`src/sv/assert_macros.svh`:
```
// Concurrent assertion helpers; define NO_ASSERTIONS to drop them.
`ifndef ASSERT_MACROS_SVH
`define ASSERT_MACROS_SVH
`ifndef NO_ASSERTIONS
`define LFBP_ASSERT_IMP(label, clk, rst_n, ante, cons) \
    label: assert property (@(posedge clk) disable iff (!rst_n) (ante) |-> (cons)) \
        else $error("same-cycle implication violated");
`define LFBP_ASSERT_NXT(label, clk, rst_n, ante, cons) \
    label: assert property (@(posedge clk) disable iff (!rst_n) (ante) |=> (cons)) \
        else $error("next-cycle implication violated");
`else
`define LFBP_ASSERT_IMP(label, clk, rst_n, ante, cons)
`define LFBP_ASSERT_NXT(label, clk, rst_n, ante, cons)
`endif
`endif

```
`src/sv/lfbp_pkg.sv`:
```
package lfbp_pkg;

    localparam int MAX_FIELD_BITS = 24;

    localparam logic [7:0] BYTE_FF    = 8'hFF;
    localparam logic [7:0] BYTE_STUFF = 8'h00;

    typedef enum logic
    {
        OPC_WRITE = 1'b0,
        OPC_FLUSH = 1'b1
    } opcode_t;

    typedef struct packed
    {
        logic [2:0][7:0] data;
        logic [1:0]      count;
    } burst_t;

endpackage

```
`src/sv/lfbp_in_if.sv`:
```
interface lfbp_in_if;
    logic        valid;
    logic        ready;
    logic        opcode;
    logic [23:0] field_value;
    logic [4:0]  bit_count;

    modport source (output valid, output opcode, output field_value, output bit_count,
                    input ready);
    modport sink (input valid, input opcode, input field_value, input bit_count,
                  output ready);
endinterface

```
`src/sv/lfbp_out_if.sv`:
```
interface lfbp_out_if;
    logic       valid;
    logic       ready;
    logic [7:0] out_byte;
    logic       last_of_item;

    modport source (output valid, output out_byte, output last_of_item, input ready);
    modport sink (input valid, input out_byte, input last_of_item, output ready);
endinterface

```
`src/sv/lfbp_pack.sv`:
```
module lfbp_pack
    import lfbp_pkg::*;
(
    input  logic        clk,
    input  logic        rst_n,
    input  logic        take,
    input  logic        opcode,
    input  logic [23:0] field_value,
    input  logic [4:0]  bit_count,
    output burst_t      burst
);

    logic [6:0]  pend_bits_reg;
    logic [6:0]  pend_bits_next;
    logic [2:0]  pend_cnt_reg;
    logic [2:0]  pend_cnt_next;
    logic [4:0]  n_sat;
    logic [23:0] mask;
    logic [30:0] win;
    logic [4:0]  total;
    logic [6:0]  rest;

    always_comb
    begin
        n_sat = (bit_count > 5'(MAX_FIELD_BITS)) ? 5'(MAX_FIELD_BITS) : bit_count;
        mask  = 24'((25'd1 << n_sat) - 25'd1);
        win   = {24'd0, pend_bits_reg} | ({7'd0, field_value & mask} << pend_cnt_reg);
        total = {2'b00, pend_cnt_reg} + n_sat;
        case (total[4:3])
            2'd0:    rest = win[6:0];
            2'd1:    rest = win[14:8];
            2'd2:    rest = win[22:16];
            default: rest = win[30:24];
        endcase

        if (opcode == OPC_FLUSH)
        begin
            burst.data     = {16'd0, 1'b0, pend_bits_reg};
            burst.count    = {1'b0, pend_cnt_reg != 3'd0};
            pend_bits_next = 7'd0;
            pend_cnt_next  = 3'd0;
        end
        else
        begin
            burst.data     = win[23:0];
            burst.count    = total[4:3];
            pend_bits_next = rest;
            pend_cnt_next  = total[2:0];
        end
    end

    always_ff @(posedge clk or negedge rst_n)
    begin
        if (!rst_n)
        begin
            pend_bits_reg <= 7'd0;
            pend_cnt_reg  <= 3'd0;
        end
        else if (take)
        begin
            pend_bits_reg <= pend_bits_next;
            pend_cnt_reg  <= pend_cnt_next;
        end
    end

endmodule

```
`src/sv/lfbp_emit.sv`:
```
module lfbp_emit
    import lfbp_pkg::*;
(
    input  logic       clk,
    input  logic       rst_n,
    input  logic       escape_enable,
    input  logic       load_valid,
    input  burst_t     burst,
    output logic       load_ready,
    lfbp_out_if.source results
);

    logic [2:0][7:0] data_reg;
    logic [2:0][7:0] data_next;
    logic [1:0]      cnt_reg;
    logic [1:0]      cnt_next;
    logic            stuff_reg;
    logic            stuff_next;
    logic            out_valid_reg;
    logic [7:0]      out_byte_reg;
    logic            out_last_reg;
    logic            busy;
    logic            head_ff;
    logic [7:0]      head_byte;
    logic            head_last;
    logic            move;
    logic            load;

    always_comb
    begin
        busy       = (cnt_reg != 2'd0) || stuff_reg;
        head_ff    = escape_enable && (data_reg[0] == BYTE_FF);
        head_byte  = stuff_reg ? BYTE_STUFF : data_reg[0];
        head_last  = stuff_reg ? (cnt_reg == 2'd0) : ((cnt_reg == 2'd1) && !head_ff);
        move       = busy && (!out_valid_reg || results.ready);
        load_ready = !busy || (move && head_last);
        load       = load_valid && load_ready;

        data_next  = data_reg;
        cnt_next   = cnt_reg;
        stuff_next = stuff_reg;
        if (move)
        begin
            if (stuff_reg)
            begin
                stuff_next = 1'b0;
            end
            else
            begin
                data_next  = {8'd0, data_reg[2], data_reg[1]};
                cnt_next   = cnt_reg - 2'd1;
                stuff_next = head_ff;
            end
        end
        if (load)
        begin
            data_next  = burst.data;
            cnt_next   = burst.count;
            stuff_next = 1'b0;
        end
    end

    // hold the burst bytes
    always_ff @(posedge clk)
    begin
        data_reg <= data_next;
        if (move)
        begin
            out_byte_reg <= head_byte;
            out_last_reg <= head_last;
        end
    end

    always_ff @(posedge clk or negedge rst_n)
    begin
        if (!rst_n)
        begin
            cnt_reg       <= 2'd0;
            stuff_reg     <= 1'b0;
            out_valid_reg <= 1'b0;
        end
        else
        begin
            cnt_reg   <= cnt_next;
            stuff_reg <= stuff_next;
            if (move)
            begin
                out_valid_reg <= 1'b1;
            end
            else if (results.ready)
            begin
                out_valid_reg <= 1'b0;
            end
        end
    end

    assign results.valid        = out_valid_reg;
    assign results.out_byte     = out_byte_reg;
    assign results.last_of_item = out_last_reg;

endmodule

```
`src/sv/lsb_first_bit_packer.sv`:
```
// An item's bytes are held in the burst register and sent out through the single-byte
// result register; one result byte per cycle while results.ready is not held low.
// A new item is accepted as the last result byte of the previous one moves on.
// Reset (async, active low) clears pending bits, the burst count and stuff flag
// (not the burst bytes) and result valid, and turns escape mode off.
`include "assert_macros.svh"

module lsb_first_bit_packer
    import lfbp_pkg::*;
(
    input  logic       clk,
    input  logic       rst_n,
    input  logic       cfg_we,
    input  logic       cfg_wdata,
    lfbp_in_if.sink    items,
    lfbp_out_if.source results
);

    logic   escape_enable_reg;
    logic   load_ready;
    logic   take;
    burst_t burst;

    always_ff @(posedge clk or negedge rst_n)
    begin
        if (!rst_n)
        begin
            escape_enable_reg <= 1'b0;
        end
        else if (cfg_we)
        begin
            escape_enable_reg <= cfg_wdata;
        end
    end

    assign take        = items.valid && load_ready;
    assign items.ready = load_ready;

    lfbp_pack u_pack
    (
        .clk         (clk),
        .rst_n       (rst_n),
        .take        (take),
        .opcode      (items.opcode),
        .field_value (items.field_value),
        .bit_count   (items.bit_count),
        .burst       (burst)
    );

    lfbp_emit u_emit
    (
        .clk           (clk),
        .rst_n         (rst_n),
        .escape_enable (escape_enable_reg),
        .load_valid    (items.valid),
        .burst         (burst),
        .load_ready    (load_ready),
        .results       (results)
    );

    `LFBP_ASSERT_IMP(a_ff_then_stuff, clk, rst_n, escape_enable_reg && results.valid && (results.out_byte == BYTE_FF), !results.last_of_item)
    `LFBP_ASSERT_NXT(a_stall_has_result, clk, rst_n, !items.ready, results.valid)

endmodule
```
`src/flat_wrapper.sv`:
```
// flat-port wrapper written by rule: the top's interface ports become plain ports
module lsb_first_bit_packer_flat import lfbp_pkg::*;
  (clk, rst_n, cfg_we, cfg_wdata, items_valid, items_opcode, items_field_value, items_bit_count, items_ready, results_valid, results_out_byte, results_last_of_item, results_ready);
  lfbp_in_if items_i ();
  lfbp_out_if results_i ();
  input  logic clk;
  input  logic rst_n;
  input  logic cfg_we;
  input  logic cfg_wdata;
  input wire logic [$bits(items_i.valid)-1:0] items_valid;
  input wire logic [$bits(items_i.opcode)-1:0] items_opcode;
  input wire logic [$bits(items_i.field_value)-1:0] items_field_value;
  input wire logic [$bits(items_i.bit_count)-1:0] items_bit_count;
  output wire logic [$bits(items_i.ready)-1:0] items_ready;
  output wire logic [$bits(results_i.valid)-1:0] results_valid;
  output wire logic [$bits(results_i.out_byte)-1:0] results_out_byte;
  output wire logic [$bits(results_i.last_of_item)-1:0] results_last_of_item;
  input wire logic [$bits(results_i.ready)-1:0] results_ready;
  assign items_i.valid = items_valid;
  assign items_i.opcode = items_opcode;
  assign items_i.field_value = items_field_value;
  assign items_i.bit_count = items_bit_count;
  assign items_ready = items_i.ready;
  assign results_valid = results_i.valid;
  assign results_out_byte = results_i.out_byte;
  assign results_last_of_item = results_i.last_of_item;
  assign results_i.ready = results_ready;
  lsb_first_bit_packer u_core (.clk(clk), .rst_n(rst_n), .cfg_we(cfg_we), .cfg_wdata(cfg_wdata), .items(items_i), .results(results_i));
endmodule
```
`config.mk`:
```
export PLATFORM = sky130hd
export DESIGN_NAME = lsb_first_bit_packer_flat
export DESIGN_NICKNAME = d
export VERILOG_FILES = /design/src/sv/lfbp_pkg.sv /design/src/sv/lfbp_in_if.sv /design/src/sv/lfbp_out_if.sv /design/src/sv/lfbp_pack.sv /design/src/sv/lfbp_emit.sv /design/src/sv/lsb_first_bit_packer.sv /design/src/flat_wrapper.sv
export VERILOG_INCLUDE_DIRS = /design/src /design/src/sv
export SDC_FILE = /design/constraint.sdc
export NUM_CORES = 1
export LEC_CHECK = 0
export BUFFER_PORTS_ARGS = -buffer_cell sky130_fd_sc_hd__buf_2
export CORE_ASPECT_RATIO = 1.2
export CORE_MARGIN = 2
export CORE_UTILIZATION = 55
export CTS_BUF_LIST = sky130_fd_sc_hd__clkbuf_8
export CTS_CLUSTER_DIAMETER = 100
export DETAILED_ROUTE_END_ITERATION = 10
export HOLD_SLACK_MARGIN = 0.05
export PLACE_DENSITY = 0.75
export SETUP_SLACK_MARGIN = 0.4
export SLEW_MARGIN = 20
export SYNTH_ARGS = -nofsm -noshare
export SYNTH_HDL_FRONTEND = slang
export SYNTH_HIERARCHICAL = 1
export SYNTH_SLANG_ARGS = --single-unit
```
`constraint.sdc`:
```
create_clock -name clk -period 3.75 [get_ports clk]
set_input_delay 0.5625 -clock clk [delete_from_list [all_inputs] [get_ports clk]]
set_output_delay 0.5625 -clock clk [all_outputs]
set_load 0.005 [all_outputs]
```
==> flow_summary.json, run 1 <==
{
  "die_x_um": 86.36,
  "period_needed_ns": 3.160,
  "syn_area_um2": 4477,
  "post_drt_via_cell_ratio": 6.620,
  "slowest_delay_ns": 0.55,
  "worst-setup-path-type": "in2reg",
  "drtPass1Iterations": 5,
  "cts_tree": "yes",
  "syn-num-nets": 560,
  "io-pin-count": 47,
  "ys_seq_elements": 48,
  "period_share_pct": 84.28,
  "coreArea_um2": 8018,
  "hold_violations": 0,
  "power.density_nw_per_um2": 718.9,
  "peakVddDrop_mv": 0.2626,
  "clk_latency_ns": 0.30,
  "routed-via-count": 4283,
  "routabilityCongestion": 1.063,
  "netlist_instances": 520,
  "grt_pass1_wl_mm": 20.20,
  "async_flop_share_pct": 31.25,
  "crit_start": "items_bit_count[4]",
  "drtAntennaViolNets": 0,
  "yosysUniqueCellTypes": 77,
  "top_layer_used": "met4",
  "seq_area_frac_synth_pct": 30.52,
  "status": "finished, final reports clean",
  "cap_viol_max_count": 0,
  "syn2layout_area_growth_pct": 10.23,
  "synth_area_leader_cell": "edfxtp_1",
  "grt_util_all_layers_pct": 28.91,
  "drt-met1-wl_mm": 5.067,
  "die_area_um2": 8880,
  "yosys_warnings": 6,
  "dp_hpwl_mm": 9.657,
  "cts_setup_buffers": 0,
  "ctsLongestPathBuffers": 2,
  "wl_met3_um": 714,
  "synth.top_cell.area_share_pct": 22.14,
  "grt_pass1_vias": 4034,
  "drv_slew": 0,
  "fmax_mhz": 316.4,
  "leakage_nw": 1.948,
  "syn_avg_cell_area_um2": 8.609,
  "fin_total_pwr_mw": 3.548,
  "h-tree-depth": 2,
  "synthFlopType": "edfxtp_1",
  "drive_above_1_share_pct": 22.28,
  "rows": 36,
  "antenna_found_initial": 0,
  "largest_reg_flops": 24,
  "worstPathRequired_ns": 3.97,
  "cts_made_buffers": 5,
  "synth_edf_count": 33,
  "crit_chain": "buf_2 > nor3_4 > nand3b_1 > ha_1 > or4b_4 > o2bb2ai_4 > o21a_2 > mux2i_1 > mux4_2 > a311o_1 > o32ai_2",
  "clock-sinks": 48,
  "clockRootBuffer": "clkbuf_8",
  "fin_setup_tns_ns": 0,
  "num-nets-final": 591,
  "worstMarginPinSlew_ns": 0.9642,
  "start_util_pct": 55.84,
  "rsz0062_at_grt": "true",
  "hold_class": "in2async",
  "cp-end-kind": "flop",
  "clk_pin_slew_worst_paths_ns": 0.09,
  "post_drt_wl_per_cell_um": 19.61,
  "timing.slew.headroom_pct": 35.15,
  "drc": 0,
  "drtIter0Drc": 484,
  "port_buffers": 46,
  "grt_max_degree": 50,
  "critPathLaunchType": "input port",
  "grt_overflow": 0,
  "diodes": 0,
  "crit_fanout": 12,
  "arrival_ns": 3.38,
  "skew_ns": 0.006028,
  "finalSetupViolations": 0,
  "r2r_start": "u_core/u_pack/pend_cnt_reg[0]",
  "synth_area_leaders": "edfxtp_1 22%, dfrtp_1 8.4%, nand2_1 3.9%",
  "die_y_um": 102.8,
  "cp_slowest_cell": "or4b_4",
  "drt-total-wl_mm": 12.69,
  "wl_met2_mm": 6.335
}
-- final timing paths --
path / cells after the start / slack (ns) / end
setup reg to reg: 8 / 0.96 / u_core/u_pack/pend_bits_reg[2]
setup / recovery: 11 / 0.59 / u_core/u_pack/pend_bits_reg[1]
max in group asynchronous: 1 / 3.31 / u_core/escape_enable_reg
hold reg to reg: 1 / 0.52 / u_core/escape_enable_reg
hold / removal: 1 / 0.17 / u_core/u_emit/cnt_reg[1]
min in group clk: 2 / 0.49 / u_core/escape_enable_reg
-- critical path, delay by kind of cell --
| family | cells | cell delay [ns] |
|---|---|---|
| compound gates | 4 | 0.82 |
| fa+ha+maj | 1 | 0.35 |
| buf+inv | 1 | 0.12 |
| mux | 2 | 0.60 |
| simple gates | 3 | 0.94 |
-- final cells by class --
| type | count | area [um2] |
|---|---|---|
| repair buffers | 66 | 380.4 |
| inverters | 15 | 56.30 |
| flip-flops and latches | 48 | 1366 |
| clock buffers | 5 | 68.82 |
| fillers | 755 | 3083 |
| multi-input cells | 415 | 2875 |
| clock inverters | 3 | 68.82 |
| well taps | 95 | 118.9 |
-- logic make-up (layout without fill, tap and decap cells) --
kind of cell	count (synthesis)	after routing	share of synthesized area, %
xor+xnor	2	2	0.3914
buf+inv	57	89	6.037
mux	40	40	11.32
simple gates	202	202	23.20
fa+ha+maj	4	4	1.118
compound gates	167	167	27.42
flops	48	48	30.52
-- placed cells by master (no fill, tap or decap), drive strengths merged, types with 15 or more instances in the layout --
cell type,netlist,final
nand2,47,47
nor2,47,47
o211ai,17,17
buf,27,66
and2,17,17
o21ai,22,22
edfxtp,33,33
a21oi,32,32
dfrtp,15,15
mux2,22,22
mux2i,15,15
-- cell usage after synthesis (all sizes together) (5+ instances only) --
cell / number
nor4: 5
or2: 8
o21a: 8
o21ai: 22
and2: 17
inv: 13
mux2: 22
dfrtp: 15
edfxtp: 33
nor2: 47
nand4: 7
o22ai: 8
nand2b: 9
or3: 5
a21oi: 32
o211ai: 17
a31oi: 6
nor3: 14
nand2: 47
a21o: 7
mux2i: 15
nor2b: 14
and3: 6
buf: 27
nand3: 13
clkbuf: 15
-- power by group --
part / total, mW / leakage [nW] / internal [mW] / switching [mW]
registers: 1.05 / 0.519 / 0.927 / 0.124
clock network: 0.449 / 0.0687 / 0.268 / 0.180
logic: 2.05 / 1.36 / 0.837 / 1.21
-- metal layers --
metal | track usage (%) | vias to the layer above
met5 | 0 | -
met4 | 14.90 | 0
met3 | 4.003 | 32
met2 | 50.36 | 185
met1 | 34.76 | 2039
li1 | - | 2027
-- metrics by stage --
stage / cell area, um2 / setup WS (ns) / hold slack (ns) / instances / util (%)
global placement: 4762 / 0.1970 / 0.5006 / 639 / 59.39
detailed placement: 4762 / 0.1161 / 0.4995 / 639 / 59.39
finish: 4935 / 0.5896 / 0.1656 / 647 / 61.55
global route: 4935 / 0.4148 / 0.1911 / 647 / 61.55
CTS: 4900 / 0.4190 / 0.1763 / 647 / 61.11
floorplan: 4484 / 0.4074 / 0.2669 / 520 / -
-- repair_timing --
item | in CTS | in global routing
endpoints found under the setup margin | 0 | 13
hold buffers | 0 | 0
resized for setup | 0 | 5
Note: power is estimated with default switching activity, not from simulation.
==> run 2: changes to the inputs <==
==> constraint.sdc (replaced) <==
create_clock -name clk -period 3.3 [get_ports clk]
set_input_delay 0.495 -clock clk [delete_from_list [all_inputs] [get_ports clk]]
set_output_delay 0.495 -clock clk [all_outputs]
set_load 0.005 [all_outputs]
==> flow_summary.json, run 2 (synthesis results as in run 1) <==
{
  "die_y_um": 102.8,
  "period_needed_ns": 2.918,
  "drc": 0,
  "drtIter0Drc": 321,
  "hold_ws_ns": 0.1041,
  "drv_slew": 0,
  "fin_total_pwr_mw": 4.139,
  "layout_common_cells": "46 x nand2_1, 45 x nor2_1, 44 x buf_2",
  "cp-end-kind": "flop",
  "post_drt_via_cell_ratio": 6.675,
  "hold_violations": 0,
  "worst_slack_ns": 0.3824,
  "cts_made_buffers": 5,
  "leakage_nw": 2.071,
  "clk_pin_slew_worst_paths_ns": 0.10,
  "grt_max_degree": 36,
  "cts_tree": "yes",
  "antenna_found_initial": 0,
  "timing.slew.headroom_pct": 44.40,
  "port_buffers": 46,
  "routabilityCongestion": 1.012,
  "grt_util_all_layers_pct": 29.54,
  "status": "finished, final reports clean",
  "cap_viol_max_count": 0,
  "num-nets-final": 609,
  "syn2layout_area_growth_pct": 15.76,
  "clk_latency_ns": 0.31,
  "worst-setup-path-type": "in2reg",
  "power_frac_comb_pct": 60.4,
  "seqPwrFrac_pct": 28.7,
  "coreArea_um2": 8018,
  "fmax_mhz": 342.7,
  "p_clk_share_pct": 10.9,
  "grt_overflow": 0,
  "clock-sinks": 48,
  "rows": 36,
  "final_core_util_pct": 64.64,
  "die_x_um": 86.36,
  "arrival_ns": 3.14,
  "p_sw_share_pct": 43.04,
  "skew_ns": 0.01086,
  "clockRootBuffer": "clkbuf_8",
  "critPathLaunchType": "input port",
  "diodes": 0,
  "drtPass1Iterations": 7,
  "rsz0062_at_grt": "true",
  "postPlaceCellArea_um2": 4895,
  "finalSetupViolations": 0,
  "crit_fanout": 6,
  "die_area_um2": 8880,
  "p_int_mw": 2.358,
  "dp_slack_ns": -0.03345,
  "routed-via-count": 4439,
  "dp_hpwl_mm": 9.880,
  "peakVddDrop_mv": 0.3274,
  "switching_power_mw": 1.781,
  "final_common_cell": "nand2_1",
  "post_drt_wl_per_cell_um": 19.86,
  "drt-total-wl_mm": 13.21,
  "final_area_um2": 5182,
  "largest_reg_flops": 24,
  "hold_class": "in2async",
  "h-tree-depth": 2,
  "ctsLongestPathBuffers": 2,
  "worstMarginPinSlew_ns": 0.8265,
  "io-pin-count": 47,
  "drtAntennaViolNets": 0,
  "grt_pass1_vias": 4089,
  "power.density_nw_per_um2": 798.6,
  "grt_pass1_wl_mm": 20.42,
  "worstPathRequired_ns": 3.52,
  "period_share_pct": 88.41,
  "hold_buffers": 0,
  "drive_above_1_share_pct": 27.19,
  "start_util_pct": 55.84
}
run 2: cell types whose count changed in the layout (fill, tap and decap cells not counted), sizes merged:
cell	delta
clkbuf	+1
buf	+18
clkinv	+1
bufinv	-1
inv	-1
run 2: layer usage:
metal	vias up	wire length [um]	global-route usage [%]	part of all wire, %
met1	2085	5092	34.97	39
li1	2064	-	-	-
met2	229	6620	50.95	50
met3	61	762	3.603	5.8
met4	0	735	18.27	5.6
met5	-	0	0	0
run 2: area by class of cell:
type / count / area [um2]
multi-input cells: 415 / 2973
clock buffers: 6 / 82.58
clock inverters: 2 / 38.79
well taps: 95 / 118.9
fillers: 718 / 2835
repair buffers: 84 / 546.8
inverters: 15 / 56.30
flip-flops and latches: 48 / 1366
run 2: repair_timing:
item                       4_1_cts  5_1_grt
pin swaps                        4       10
setup endpoints to repair        8       14
setup buffers                    1        7
gates resized for setup          3       21
run 2: through the flow:
step                      cells   TNS, ns
after floorplan             520         0
after global placement      649         0
after detailed placement    649  -0.03413
after CTS                   658         0
after global routing        665         0
final                       665         0
run 2: power groups by stage:
stage	clock [mW]	combinational, mW	sequential (mW)
final	0.451	2.50	1.19
after global routing	0.480	2.70	1.22
after CTS	0.458	2.39	1.19
after detailed placement	0	2.37	1.20
after global placement	0	2.32	1.19
after floorplan	0	1.76	1.15
run 2: critical path, cell delays in order:
cell and delay [ns]:
buf_8 0.10, nor3_4 0.20, nand3b_1 0.15, ha_4 0.21
or3_1 0.38, buf_4 0.18, o211ai_1 0.27, buf_4 0.17
nor3_1 0.04, a211o_1 0.30, and2_1 0.19, o21a_1 0.20
o32ai_2 0.23
run 2: path summary, 6_finish.rpt:
kind	from	end	slack, ns	cells past startpoint
min in group clk	cfg_wdata	u_core/escape_enable_reg	0.42	2
min	rst_n	u_core/u_pack/pend_bits_reg[3]	0.10	1
min reg2reg	u_core/u_pack/pend_cnt_reg[0]	u_core/u_pack/pend_cnt_reg[0]	0.52	1
max in group asynchronous	rst_n	u_core/u_pack/pend_bits_reg[2]	2.90	1
max	items_bit_count[3]	u_core/u_pack/pend_bits_reg[1]	0.38	13
max reg2reg	u_core/u_emit/stuff_reg	u_core/u_pack/pend_bits_reg[4]	0.56	8
